`src/rtl/assert_macros.svh`:
```
// Assertion macros used by the top-level RTL file.
`ifndef ASSERT_MACROS_SVH
`define ASSERT_MACROS_SVH
`ifndef SYNTH
// Check a property on every rising clock edge outside reset.
`define CPCR_ASSERT(lbl, clk, rst_n, prop) \
    lbl: assert property (@(posedge clk) disable iff (!rst_n) (prop)) \
        else $error("cpcr assertion failed");
// Check that a condition never holds outside reset.
`define CPCR_NEVER(lbl, clk, rst_n, cond) \
    lbl: assert property (@(posedge clk) disable iff (!rst_n) !(cond)) \
        else $error("cpcr forbidden condition seen");
`else
`define CPCR_ASSERT(lbl, clk, rst_n, prop)
`define CPCR_NEVER(lbl, clk, rst_n, cond)
`endif
`endif

```
`src/rtl/cpcr_pkg.sv`:
```
// Types, constants and helpers of the circle pair collision resolver.
package cpcr_pkg;

    typedef struct packed {
        logic [31:0] a_x;
        logic [31:0] a_y;
        logic [31:0] b_x;
        logic [31:0] b_y;
        logic [23:0] a_radius;
        logic [23:0] b_radius;
        logic [2:0]  a_mass_class;
        logic [2:0]  b_mass_class;
    } in_word_t;

    typedef struct packed {
        logic        collided;
        logic [31:0] new_a_x;
        logic [31:0] new_a_y;
        logic [31:0] new_b_x;
        logic [31:0] new_b_y;
    } out_word_t;

    localparam int CFG_W = 24;

    // register indexes
    localparam logic [2:0] REG_WALL    = 3'd0;
    localparam logic [2:0] REG_TITAN   = 3'd1;
    localparam logic [2:0] REG_HUMAN   = 3'd2;
    localparam logic [2:0] REG_SWARM   = 3'd3;
    localparam logic [2:0] REG_DEFAULT = 3'd4;

    // mass class codes
    localparam logic [2:0] CLASS_WALL  = 3'd0;
    localparam logic [2:0] CLASS_TITAN = 3'd1;
    localparam logic [2:0] CLASS_HUMAN = 3'd2;
    localparam logic [2:0] CLASS_SWARM = 3'd3;

    localparam logic [CFG_W-1:0] WALL_RST    = 24'd1000000;
    localparam logic [CFG_W-1:0] TITAN_RST   = 24'd40000;
    localparam logic [CFG_W-1:0] HUMAN_RST   = 24'd100;
    localparam logic [CFG_W-1:0] SWARM_RST   = 24'd15;
    localparam logic [CFG_W-1:0] DEFAULT_RST = 24'd1;

    localparam int SQRT_W  = 26;   // root bits of the squared distance
    localparam int NDIV_QW = 31;   // normal component bits
    localparam int PDIV_QW = 25;   // mass share bits
    localparam int MAG_W   = 25;   // offset magnitude bits below the far limit

    localparam logic [PDIV_QW-1:0] HALF_SHARE = 25'd8388608;

    function automatic logic [31:0] sat32(input logic signed [33:0] v);
        logic [31:0] r;
        if (v > 34'sd2147483647) begin
            r = 32'h7fff_ffff;
        end
        else if (v < -34'sd2147483648) begin
            r = 32'h8000_0000;
        end
        else begin
            r = v[31:0];
        end
        return r;
    endfunction

endpackage

```
`src/rtl/cpcr_isqrt.sv`:
```
// Pipelined integer square root, one root bit per stage.
module cpcr_isqrt
    import cpcr_pkg::*;
#(
    parameter int RW = 26
)
(
    input  logic            clk,
    input  logic            en,
    input  logic [2*RW-1:0] rad,
    output logic [RW-1:0]   root
);

    logic [RW+1:0]   rem_reg  [RW];
    logic [RW-1:0]   root_reg [RW];
    logic [2*RW-1:0] rad_reg  [RW];

    for (genvar i = 0; i < RW; i++)
    begin : g_stage
        logic [RW+1:0]   rem_in;
        logic [RW-1:0]   root_in;
        logic [2*RW-1:0] rad_in;
        logic [RW+3:0]   sh;
        logic [RW+3:0]   trial;
        logic [RW+3:0]   diff;
        logic            ge;

        if (i == 0)
        begin : g_first
            assign rem_in  = '0;
            assign root_in = '0;
            assign rad_in  = rad;
        end
        else
        begin : g_next
            assign rem_in  = rem_reg[i-1];
            assign root_in = root_reg[i-1];
            assign rad_in  = rad_reg[i-1];
        end

        // bring down the next two radicand bits and try root*4+1
        assign sh    = {rem_in, rad_in[2*RW-1 -: 2]};
        assign trial = {2'b00, root_in, 2'b01};
        assign diff  = sh - trial;
        assign ge    = (sh >= trial);

        always_ff @(posedge clk)
        begin
            if (en)
            begin
                rem_reg[i]  <= ge ? diff[RW+1:0] : sh[RW+1:0];
                root_reg[i] <= {root_in[RW-2:0], ge};
                rad_reg[i]  <= {rad_in[2*RW-3:0], 2'b00};
            end
        end
    end

    assign root = root_reg[RW-1];

endmodule

```
`config.mk`:
```
export PLATFORM = sky130hd
export DESIGN_NAME = cpcr_isqrt
export DESIGN_NICKNAME = d
export VERILOG_FILES = /design/src/rtl/assert_macros.svh /design/src/rtl/cpcr_pkg.sv /design/src/rtl/cpcr_isqrt.sv
export SDC_FILE = /design/constraint.sdc
export NUM_CORES = 2
export LEC_CHECK = 0
export BUFFER_PORTS_ARGS = -buffer_cell sky130_fd_sc_hd__buf_2
export CELL_PAD_IN_SITES_DETAIL_PLACEMENT = 0
export CELL_PAD_IN_SITES_GLOBAL_PLACEMENT = 2
export CORE_ASPECT_RATIO = 0.7
export CORE_MARGIN = 1
export CORE_UTILIZATION = 25
export DETAILED_ROUTE_END_ITERATION = 8
export PLACE_DENSITY = 0.63
export SLEW_MARGIN = 40
export SYNTH_ARGS = -nofsm -noshare
export SYNTH_HDL_FRONTEND = slang
export SYNTH_SLANG_ARGS = --single-unit
```
`constraint.sdc`:
```
create_clock -name clk -period 3.3 [get_ports clk]
set_input_delay 0.33 -clock clk [delete_from_list [all_inputs] [get_ports clk]]
set_output_delay 0.33 -clock clk [all_outputs]
set_load 0.01 [all_outputs]
```
* Word-level counts from Yosys, hierarchy flattened
Memories as Yosys holds them, arrays and structs flattened. Cells that the tools add are included.
Cells by class: multiplexer cells 28, $lt $le $gt $ge 26, add/sub/neg operators 26
Operators with widths (number):
- $ge A30 B28 Y1 | 25
- $mux W28 | 26
- $sub A28 B28 Y28 | 25
- $sub A2 B1 Y3 const B | 1
- $ge A2 B1 Y1 const B | 1
- $mux W1 | 2
Word-level totals: memories 3, output and inout bits 26, bits in registers 0, bits in writable memories 2704, input bits 54
Memory list:
- rad_reg | depth 26, width 50, rd ports 25, clocked after Yosys merged registers in 0, wr ports 26, RTL line cpcr_isqrt.sv:16 | logic [2*RW-1:0] rad_reg [RW];
- rem_reg | depth 26, width 28, rd ports 25, clocked after Yosys merged registers in 0, wr ports 26, RTL line cpcr_isqrt.sv:14 | logic [RW+1:0] rem_reg [RW];
- root_reg | depth 26, width 26, rd ports 26, clocked after Yosys merged registers in 0, wr ports 26, RTL line cpcr_isqrt.sv:15 | logic [RW-1:0] root_reg [RW];

* Depth between registers and ports, before layout
An unclocked memory read counts as a cell.
word-level depth 3, depth in mapped cells 14, gate-level depth less buffers 12

* Worst setup path before layout
OpenSTA, ideal clock, no wires.
path kind register to register, start point memory rem_reg[0][112] (netlist name), end point memory rem_reg[0][160] (netlist name), data pin, cell stages (with the launch flop) 12, clock period less this slack 3.374 ns, buffers on the path 1, library setup time 0.258 ns, slack -0.074 ns, data arrival time 3.117 ns, path through edfxtp_1 -> ha_1 -> nor2b_1 -> o21ai_0 -> a21boi_0 -> o21a_1 -> o211ai_1 -> and3_1 -> clkbuf_1 -> a2111oi_1 -> or4b_1 -> xnor2_1
RTL lines (RTL line):
- start: declaration | cpcr_isqrt.sv:14

==> summary.txt <==
Die
  – Core ar.: about 310000 um2
  – Initial Util: between 20% and 30%
  – Placement Rows: 170
  – Die Height: 467.7 um
  – # IOs: 80
  – Die X: between 600 and 700 um
  – Die Area: 312100 um2

GRT
  – GRT Residual Overflow: 0
  – Most used routing layer: met1
  – First-pass GRT wire length: 271500 um
  – Met2 Resource Use GR: 15.07%
  – Initial antenna violation count: 3
  – Met3 GRT Util: slightly below 2%
  – Maximum number of pins on one net before global-route repair: ~120
  – Met1 usage: about 17%
  – Vias in the first global route: 46510
  – Total GRT Usage: 10.94%

Worst hold path
  – Worst hold path type: primary input to flip-flop
  – Critical hold path startpoint: rad[41]
  – Hold EP: rad_reg[0][41]
  – Hold Path Stages: 2

Routing
  – Drt total wl: around 170000 um
  – Via density: ~4.3
  – Drt drc: 0
  – First-pass DRT Iterations: 6
  – Wire per inst: 15.97 um
  – Routed via count: 47500
  – Antenna viol nets, final: 0
  – Initial drt markers: 3484

Place
  – PortBufs: 79
  – Gpl congestion: 0.8405
  – Final HPWL DP: between 100000 and 150000 um
  – Post-Place Cells: around 11000
  – Minimum setup slack after placement: -0.2499 ns

Power and ir drop
  – Pwr/cell area: about 650 nW/um2
  – Leak Pwr: 0.03578 uW
  – Peak supply drop: 402.8 uV
  – Total power: 61250 uW

Setup path
  – CP startpoint kind: flip-flop
  – Worst Path Class, Setup: flip-flop to flip-flop
  – Crit path DAT: 3.82 ns
  – Req. time, crit path: a little under 4 ns
  – Endpoint class of the critical path: flip-flop
  – Cell mode on critical path: buf_4
  – Worst Path Max Fanout: 10
  – Reg2reg start: rem_reg[1][97]
  – Worst reg2reg path depth: 10
  – Reg-to-reg endpoint: rem_reg[1][117]
  – CP bufs+invs: 3
  – Worst-path cell chain: ha_1 > nand4_1 > nor3_1 > buf_4 > a41oi_1 > buf_4 > and3_1 > a21oi_4 > buf_4 > mux2_2
  – CP delay by family, top: simple AND/OR/NAND/NOR gates
  – Reg-to-reg slack, setup: 0.04 ns
  – Crit path largest cell delay: 0.56 ns
  – Slowest-stage cell, CP: ha_1

Cells and area
  – Leading cell type in the layout, fill and taps excluded: edfxtp_1
  – P&R area growth vs syn: 21.11%
  – Share of cells above drive strength 1: 15.41%
  – Max reg flops: between 600 and 700
  – Fin nets: slightly above 7000
  – Most frequent cells in the layout: 1663 x edfxtp_1, 488 x inv_1, 435 x a21oi_1, 412 x buf_4, 395 x nor2_1
  – Count of non-filler cells in the finished layout: 10930

Clocking
  – TritonCTS clock tree: yes
  – TritonCTS Buffers: roughly 190
  – Clock slew at reported path FFs: 0.06 ns
  – Clock Latency Late Sink: 0.85 ns
  – Clk buf depth: 4
  – Clk sinks: 1663
  – H-tree Lvls: 4
  – CTS Root Cell: clkbuf_16

STA
  – Peak Freq: around 310 MHz
  – Final cycle utilization of the critical path: 98.87%
  – RSZ-0062 raised after global routing: yes
  – Max_slew headroom: 44.19%
  – Tightest Pin Transition: 0.8281 ns
  – # setup viols final: 0
  – Tmin final: roughly 3.3 ns
  – Worst Skew: 0.06601 ns
  – Slew Limit Fails: 0
  – Final Hold Fails: 0
  – Setup tns final: 0 ns
  – Final setup margin: 0.03735 ns

Logic synthesis
  – Seq cells post-synth: 1663
  – Post-Syn Instances: 5966
  – Mapped Avg Cell Area: 12.98 um2
  – Synth Net Count: 6399
  – Async SR Flop Fraction: 0%
  – Post-synthesis sequential area ratio: 64.47%
  – Warnings, synthesis: 0
  – Number of flops mapped to enable cells by yosys: 1663
  – Post-synth cell types: 84
  – Synthesized area: 77450 um2
  – Post-synth top flop: edfxtp_1

Run
  – Max cap viols: 0

Status
  – Status: finished clean
-- area by class of cell --
cell class                      count  area (um2)
Inverter                          489        1836
Antenna cell                        2       5.005
Clock inverter                    126        1135
Multi-Input combinational cell   3708       25830
Sequential cell                  1663       49940
Timing Repair Buffer              588        4875
Fill cell                       30900      213600
Tap cell                         4128        5165
Clock buffer                      221        5020
-- where the power goes --
| part | total, uW | internal (uW) | switching, uW | leakage (uW) |
|---|---|---|---|---|
| sequential | 28100 | 26500 | 1610 | 0.0159 |
| combinational | 12200 | 5470 | 6770 | 0.0168 |
| clock | 20900 | 12300 | 8610 | 0.00301 |
-- routing by layer --
| metal | share of wire, % | up-vias | routed length, um |
|---|---|---|---|
| li1 | - | 23480 | - |
| met1 | 53 | 22890 | 93110 |
| met2 | 39 | 896 | 68770 |
| met3 | 5.2 | 233 | 9145 |
| met4 | 2.0 | 0 | 3442 |
| met5 | 0 | - | 0 |
-- worst max-delay path by stage --
stage                           from              end  slack, ns  cells past startpoint
finish                rem_reg[1][97]  rem_reg[1][117]       0.04                     10
global route          rem_reg[1][85]  rem_reg[1][139]      -0.07                     11
CTS                 root_reg[1][104]  rem_reg[1][164]     0.0007                     12
detailed placement   rem_reg[1][169]  rem_reg[1][223]      -0.25                     11
global placement     rem_reg[1][196]  rem_reg[1][249]      -0.33                     13
floorplan            rem_reg[0][336]  rem_reg[0][381]        0.1                     10
-- cell usage after synthesis (96+ instances only) --
cell | count | share of area [%]
ha_1 | 379 | 6.1
inv_1 | 488 | 2.4
a21oi_1 | 451 | 2.9
nor3_1 | 148 | 0.96
edfxtp_1 | 1663 | 64
o21ai_0 | 227 | 1.5
nand3_1 | 96 | 0.62
nand2_1 | 361 | 1.7
xnor2_1 | 290 | 3.3
nor2_1 | 397 | 1.9
a21o_1 | 127 | 1.2
xor2_1 | 247 | 2.8
-- kinds of logic (layout without fill, tap and decap cells) --
| group | count (synthesis) | after routing | share of synthesized area [%] |
|---|---|---|---|
| XOR/XNOR | 537 | 537 | 6.072 |
| other | 1 | 3 | 0.004842 |
| flip-flops | 1663 | 1663 | 64.47 |
| adder cells (fa/ha/maj) | 379 | 379 | 6.122 |
| buffers and inverters | 596 | 1424 | 2.893 |
| AND/OR/NAND/NOR | 1539 | 1539 | 9.898 |
| multiplexers | 83 | 83 | 1.197 |
| AO/OA/AOI/OAI | 1168 | 1169 | 9.339 |
-- per-stage QoR --
| step | hold WS [ns] | area [um2] | util (%) |
|---|---|---|---|
| 5_1_grt | 0.1082 | 93800 | 30.52 |
| 4_1_cts | 0.07916 | 93310 | 30.36 |
| 6_report | 0.1770 | 93810 | 30.52 |
| 2_1_floorplan | 0.4003 | 77460 | - |
| 3_5_place_dp | 0.4045 | 86460 | 28.13 |
| 3_3_place_gp | 0.4004 | 86450 | 28.13 |
-- repair_timing --
item                       CTS  global route
hold buffers                54             0
resized for setup           24            94
hold endpoints to repair    80             0
cloned                       1             1
pin swaps                    6            23
buffers inserted             4            11
setup endpoints to repair   87           214
Note: power is estimated with default switching activity, not from simulation.
