<file path="config.mk">
export PLATFORM = sky130hd
export DESIGN_NAME = cpcr_div
export DESIGN_NICKNAME = d
export VERILOG_FILES = /design/src/rtl/assert_macros.svh /design/src/rtl/cpcr_pkg.sv /design/src/rtl/cpcr_div.sv
export SDC_FILE = /design/constraint.sdc
export NUM_CORES = 2
export LEC_CHECK = 0
export BUFFER_PORTS_ARGS = -buffer_cell sky130_fd_sc_hd__buf_2
export CORE_UTILIZATION = 33
export DETAILED_ROUTE_END_ITERATION = 12
export GPL_TIMING_DRIVEN = 0
export PLACE_DENSITY_LB_ADDON = 0.12
export REMOVE_ABC_BUFFERS = 1
export SKIP_CTS_REPAIR_TIMING = 1
export SKIP_LAST_GASP = 1
export SYNTH_ARGS = -nofsm -noshare
export SYNTH_HDL_FRONTEND = slang
export SYNTH_SLANG_ARGS = --single-unit
</file>
<file path="constraint.sdc">
create_clock -name clk -period 9.6 [get_ports clk]
set_clock_uncertainty 0.15 [all_clocks]
set_input_delay 0.96 -clock clk [delete_from_list [all_inputs] [get_ports clk]]
set_output_delay 0.96 -clock clk [all_outputs]
set_load 0.005 [all_outputs]
</file>
<file path="src/rtl/assert_macros.svh">
// Assertion macros used by the top-level RTL file.
`ifndef ASSERT_MACROS_SVH
`define ASSERT_MACROS_SVH
`ifndef SYNTH
// Check a property on every rising clock edge outside reset.
`define CPCR_ASSERT(lbl, clk, rst_n, prop) \
    lbl: assert property (@(posedge clk) disable iff (!rst_n) (prop)) \
        else $error("cpcr assertion failed");
// Check that a condition never holds outside reset.
`define CPCR_NEVER(lbl, clk, rst_n, cond) \
    lbl: assert property (@(posedge clk) disable iff (!rst_n) !(cond)) \
        else $error("cpcr forbidden condition seen");
`else
`define CPCR_ASSERT(lbl, clk, rst_n, prop)
`define CPCR_NEVER(lbl, clk, rst_n, cond)
`endif
`endif

</file>
<file path="src/rtl/cpcr_pkg.sv">
// Types, constants and helpers of the circle pair collision resolver.
package cpcr_pkg;

    typedef struct packed {
        logic [31:0] a_x;
        logic [31:0] a_y;
        logic [31:0] b_x;
        logic [31:0] b_y;
        logic [23:0] a_radius;
        logic [23:0] b_radius;
        logic [2:0]  a_mass_class;
        logic [2:0]  b_mass_class;
    } in_word_t;

    typedef struct packed {
        logic        collided;
        logic [31:0] new_a_x;
        logic [31:0] new_a_y;
        logic [31:0] new_b_x;
        logic [31:0] new_b_y;
    } out_word_t;

    localparam int CFG_W = 24;

    // register indexes
    localparam logic [2:0] REG_WALL    = 3'd0;
    localparam logic [2:0] REG_TITAN   = 3'd1;
    localparam logic [2:0] REG_HUMAN   = 3'd2;
    localparam logic [2:0] REG_SWARM   = 3'd3;
    localparam logic [2:0] REG_DEFAULT = 3'd4;

    // mass class codes
    localparam logic [2:0] CLASS_WALL  = 3'd0;
    localparam logic [2:0] CLASS_TITAN = 3'd1;
    localparam logic [2:0] CLASS_HUMAN = 3'd2;
    localparam logic [2:0] CLASS_SWARM = 3'd3;

    localparam logic [CFG_W-1:0] WALL_RST    = 24'd1000000;
    localparam logic [CFG_W-1:0] TITAN_RST   = 24'd40000;
    localparam logic [CFG_W-1:0] HUMAN_RST   = 24'd100;
    localparam logic [CFG_W-1:0] SWARM_RST   = 24'd15;
    localparam logic [CFG_W-1:0] DEFAULT_RST = 24'd1;

    localparam int SQRT_W  = 26;   // root bits of the squared distance
    localparam int NDIV_QW = 31;   // normal component bits
    localparam int PDIV_QW = 25;   // mass share bits
    localparam int MAG_W   = 25;   // offset magnitude bits below the far limit

    localparam logic [PDIV_QW-1:0] HALF_SHARE = 25'd8388608;

    function automatic logic [31:0] sat32(input logic signed [33:0] v);
        logic [31:0] r;
        if (v > 34'sd2147483647) begin
            r = 32'h7fff_ffff;
        end
        else if (v < -34'sd2147483648) begin
            r = 32'h8000_0000;
        end
        else begin
            r = v[31:0];
        end
        return r;
    endfunction

endpackage

</file>
<file path="src/rtl/cpcr_div.sv">
// Pipelined restoring divider: q = (num << (QW-1)) / den for num <= den.
module cpcr_div
    import cpcr_pkg::*;
#(
    parameter int DW = 26,
    parameter int QW = 31
)
(
    input  logic          clk,
    input  logic          en,
    input  logic [DW-1:0] num,
    input  logic [DW-1:0] den,
    output logic [QW-1:0] q
);

    logic [DW-1:0] rem_reg  [QW];
    logic [DW-1:0] den_reg  [QW];
    logic [QW-1:0] bits_reg [QW];
    logic [QW-1:0] q_reg    [QW];

    for (genvar i = 0; i < QW; i++)
    begin : g_stage
        logic [DW-1:0] rem_in;
        logic [DW-1:0] den_in;
        logic [QW-1:0] bits_in;
        logic [QW-1:0] q_in;
        logic [DW:0]   sh;
        logic [DW:0]   diff;
        logic          ge;

        if (i == 0)
        begin : g_first
            // the top part of the dividend is num >> 1, which stays below den
            assign rem_in  = {1'b0, num[DW-1:1]};
            assign den_in  = den;
            assign bits_in = {num[0], {(QW-1){1'b0}}};
            assign q_in    = '0;
        end
        else
        begin : g_next
            assign rem_in  = rem_reg[i-1];
            assign den_in  = den_reg[i-1];
            assign bits_in = bits_reg[i-1];
            assign q_in    = q_reg[i-1];
        end

        assign sh   = {rem_in, bits_in[QW-1]};
        assign diff = sh - {1'b0, den_in};
        assign ge   = (sh >= {1'b0, den_in});

        always_ff @(posedge clk)
        begin
            if (en)
            begin
                rem_reg[i]  <= ge ? diff[DW-1:0] : sh[DW-1:0];
                den_reg[i]  <= den_in;
                bits_reg[i] <= {bits_in[QW-2:0], 1'b0};
                q_reg[i]    <= {q_in[QW-2:0], ge};
            end
        end
    end

    assign q = q_reg[QW-1];

endmodule
</file>
# Yosys cells after proc, flatten, opt, wreduce, memory -nomap -nowiden
# Memories as Yosys holds them, arrays and structs flattened.
# Index checks and enable logic that the tools add are counted.
[word_totals]
input_bits = 54
n_memories = 4
wordCells = 99
reg_bits = 0
ramBits = 3503
output_inout_bits = 31
[op_classes]
addsub = 31
mux = 33
magnitude_cmp = 31
[mem_list]
columns = ["memory", "words", "word_bits", "read_ports", "rd_clocked_by_memory_dff", "wr", "line_no", "source"]
rows = [
  ["q_reg", 31, 31, 31, 0, 31, "cpcr_div.sv:19", "logic [QW-1:0] q_reg [QW];"],
  ["bits_reg", 31, 30, 30, 0, 31, "cpcr_div.sv:18", "logic [QW-1:0] bits_reg [QW];"],
  ["den_reg", 31, 26, 30, 0, 31, "cpcr_div.sv:17", "logic [DW-1:0] den_reg [QW];"],
  ["rem_reg", 31, 26, 30, 0, 31, "cpcr_div.sv:16", "logic [DW-1:0] rem_reg [QW];"],
]
[op_table]
columns = ["cell", "count"]
rows = [
  [">= comparator 27 x 26 -> 1 bit", 30],
  ["two-way mux 26 bit", 31],
  ["subtractor 26 bit", 31],
  [">= comparator 26 bit", 1],
  ["two-way mux 1 bit", 2],
]

# Depth between registers and ports, before layout
# An unclocked memory read counts as a cell.
[depth]
depth_word = 3
ltp_mapped = 15
ltp_nobuf = 14

# Worst setup path after synthesis
# Ideal clock, no wire load.
[synth_timing]
kind = "input-to-reg"
from = "in num[0]"
to = "mem rem_reg[0][13], data pin"
required_ps = 9190
setup_ps = 260
path_slack_ps = 5696
t_arrival_ps = 3494
stages = 14
path_buffers = 1
cell_sequence = "inv_1 -> ha_1 -> inv_1 -> fa_1 -> a21oi_1 -> o211ai_1 -> a21oi_1 -> o21ai_0 -> a21oi_1 -> o21a_1 -> o21a_1 -> o211a_1 -> clkbuf_1 -> mux2_2"
[synth_rtl]
columns = ["element", "line_no", "source"]
rows = [
  ["start, declared", "cpcr_div.sv:11", "input logic [DW-1:0] num,"],
  ["end, declared", "cpcr_div.sv:16", ""],
]

==> flow_summary.ini <==
[sta]
setup_violations = 0
worst_slew_pin_slew_ps = 1260
fmax_ghz = 0.200
slew_viol_final = 0
relSlewSlack = 0.158
hold_viol_final = 0
grt_setup_unrepaired = no
min_period_over_period = 0.522
fin_tns_setup_ps = 0
period_minus_slack_ps = 5010

[pwr]
clkPwrFrac = 0.213
p_switching_mw = 15.9
p_per_area_mw_per_mm2 = 342
swShare = 0.370
irDropWorstVdd_mv = 0.184
intPower_mw = 27.0
power.share.sequential = 0.343
leakage_nw = 50.1
combinationalPowerShare = 0.444

[worst_hold_path]
hold_depth = 1
holdCritStartpoint = den[13]
hold-path-endpoint = den_reg[0][13]$_DFFE_PP_
hold_path.class = in2reg

[route]
wl_per_cell_um = 18.4
avgViaCountPerCell = 4.98
drt-total-wl_um = 260000
drc = 0
drt-initial-drc-count = 4245
dr.pass1.iters = 6
dr_total_vias = 70555
antenna_left = 0

[place]
gp_congestion = 0.854
port_buffers = 84
dpl-instance-area_mm2 = 0.117
place_hpwl_um = 193000

[clock_network]
clock_latency_ps = 960
cts.path.max_buffers = 4
root_buffer = clkbuf_16
cts_tree = done
cts_buffers = 240
cts_sinks = 2056
h-tree-depth = 4
clk_pin_slew_ps = 70

[finish]
seq_area_mm2 = 0.0617
final_layout_size_suffix_gt1_frac = 0.0928
syn_to_final_growth_pct = 12.7
nets = 10458
postLayoutCoreUtil = 0.375
multi_input_area_mm2 = 0.0452
finalInstanceArea_mm2 = 0.125
fillerInstances = 32230

[synth]
synthesis.area_mm2 = 0.111
async_flop_share = 0
synth_seq_cells = 2056
avgSynthCellArea_um2 = 11.8
ys_types = 91
yosys.area.top_type = edfxtp_1
syn_inst = 9394
synthTopCellsByArea = edfxtp_1 56%, ha_1 9.1%, mux2_2 3.4%
yosys_warnings = 0
ys.flop_type = edfxtp_1
yosysTopAreaCellShare = 0.555
synth_edf_count = 2056
ys_seq_area_frac = 0.555

[critical_path]
r2r_slack_ps = 4590
crit_path_end_kind = flip-flop
crit_fanout = 26
crit_type = reg2reg
cp_data_required_time_ps = 10100
crit_arrival_ps = 5520
cp-start-kind = flip-flop
timing.rr.start = rem_reg[1][0]$_SDFFCE_PN0P_
ff2ff_path_depth = 11
r2r-end = rem_reg[1][45]$_DFFE_PP_
startpoint = rem_reg[1][0]$_SDFFCE_PN0P_

[floorplanning]
rows = 212
die_width_um = 582
start_util = 0.333
die_y_um = 582
dieArea_mm2 = 0.339
core_mm2 = 0.334
ios = 85

[global_routing]
grt_pass1_vias = 69983
grt_pass1_wl_um = 406000
grt.total_usage = 0.151
grt_max_degree = 184
grt_antenna_before_repair = 2
grt-ovfl-total = 0

[run_status]
status = finished clean

[job]
cap_violations = 0
==> routing by layer <==
metal  track usage  vias to the layer above  part of all wire  routed length, µm
li1              -                    35035                 -                  -
met2         0.262                     1195              0.49             127000
met5             0                        -                 0                  0
met4        0.0486                        0             0.032               8300
met3        0.0190                      397             0.035               9130
met1         0.193                    33928              0.45             116000
==> worst max-delay path by stage <==
stage / slack (ps) / endpoint / cells past startpoint
after global placement: -26490 / q_reg[1][413]$_DFFE_PP_ / 1
after floorplan: 4100 / rem_reg[0][386]$_DFFE_PP_ / 11
after detailed placement: 4300 / rem_reg[0][23]$_DFFE_PP_ / 14
final: 4590 / rem_reg[1][45]$_DFFE_PP_ / 11
after global routing: 4190 / rem_reg[1][45]$_DFFE_PP_ / 11
after CTS: 4400 / rem_reg[1][34]$_DFFE_PP_ / 11
==> critical path, cell delays in order, from the launching register on <==
cell,delay [ps]
edfxtp_1,440
ha_1,330
nor2b_1,150
o31a_1,280
o311ai_0,690
o21ai_0,390
a21oi_1,360
o2bb2ai_1,230
o22ai_1,120
nand3_1,260
nand2_1,760
mux2_2,580
==> metrics by stage <==
step / std cells / total power, mW / setup WS (ps) / hold WS, ps
3_5_place_dp: 13711 / 33.9 / 4300 / 255
6_report: 14162 / 42.8 / 4590 / 66.8
3_3_place_gp: 13671 / 34.2 / -26490 / 250
2_1_floorplan: 9200 / 28.3 / 4100 / 250
5_1_grt: 14162 / 46.0 / 4190 / 4.98
4_1_cts: 14157 / 43.5 / 4400 / -64.5
==> kinds of logic (layout without fill, tap and decap cells) <==
logic type / count (synthesis) / count (layout) / share of synthesized area
buf+inv: 1162 / 1541 / 0.0401
other cells: 0 / 2 / 0
xor+xnor: 641 / 641 / 0.0505
flops: 2056 / 2056 / 0.555
simple gates: 1869 / 1869 / 0.0795
fa+ha+maj: 835 / 835 / 0.0960
mux: 387 / 387 / 0.0397
compound gates: 2444 / 2444 / 0.139
==> power by group through the flow <==
stage | Combinational (mW) | Sequential [mW] | Clock (mW)
3_5_place_dp | 19.0 | 14.9 | 0
6_report | 19.0 | 14.7 | 9.14
3_3_place_gp | 18.6 | 15.5 | 0
2_1_floorplan | 14.2 | 14.1 | 0
4_1_cts | 19.2 | 14.8 | 9.53
5_1_grt | 21.3 | 14.9 | 9.82
==> cells in the final DEF, fill, tap and decap left out, types with 118 or more instances in the layout <==
cell       synthesis  routed
xnor2_1          375     375
xor2_1           266     266
mux2_2           340     340
nand4_1          118     118
a21o_1           417     417
edfxtp_1        2056    2056
nand3_1          137     137
a21oi_1          716     715
ha_1             805     805
clkbuf_16          0     240
nor2_1           500     499
o21ai_0          597     597
nand2_1          586     586
inv_1            967     967
==> cells in the mapped netlist (19+ instances only) <==
cell type and instances:
clkbuf_1 152, a21boi_0 20, xor2_1 266, and3_1 62
nand2b_1 88, o21ai_0 597, nor4_1 25, o21bai_1 81
a31o_2 20, nor3_1 103, nand4_1 118, nor2b_1 91
a211oi_1 63, nand2_1 586, edfxtp_1 2056, o31ai_1 52
and4_1 19, o21a_1 98, a21oi_1 716, or3_1 23
buf_2 31, a211o_1 35, inv_1 967, a221oi_1 28
xnor2_1 375, mux2_2 340, ha_1 805, a31oi_1 76
and2_1 43, nand3_1 137, o211ai_1 28, fa_1 30
nor2_1 500, a21o_1 417
==> area by class of cell <==
type                            instances  share of cell area
Inverter                              968              0.0290
Clock inverter                        149              0.0128
Tap cell                             4387              0.0438
Sequential cell                      2056               0.493
Clock buffer                          297              0.0496
Antenna cell                            2           0.0000399
Multi-Input combinational cell       6176               0.361
Timing Repair Buffer                  127              0.0111
No activity file was read; power rests on OpenSTA's default activity.
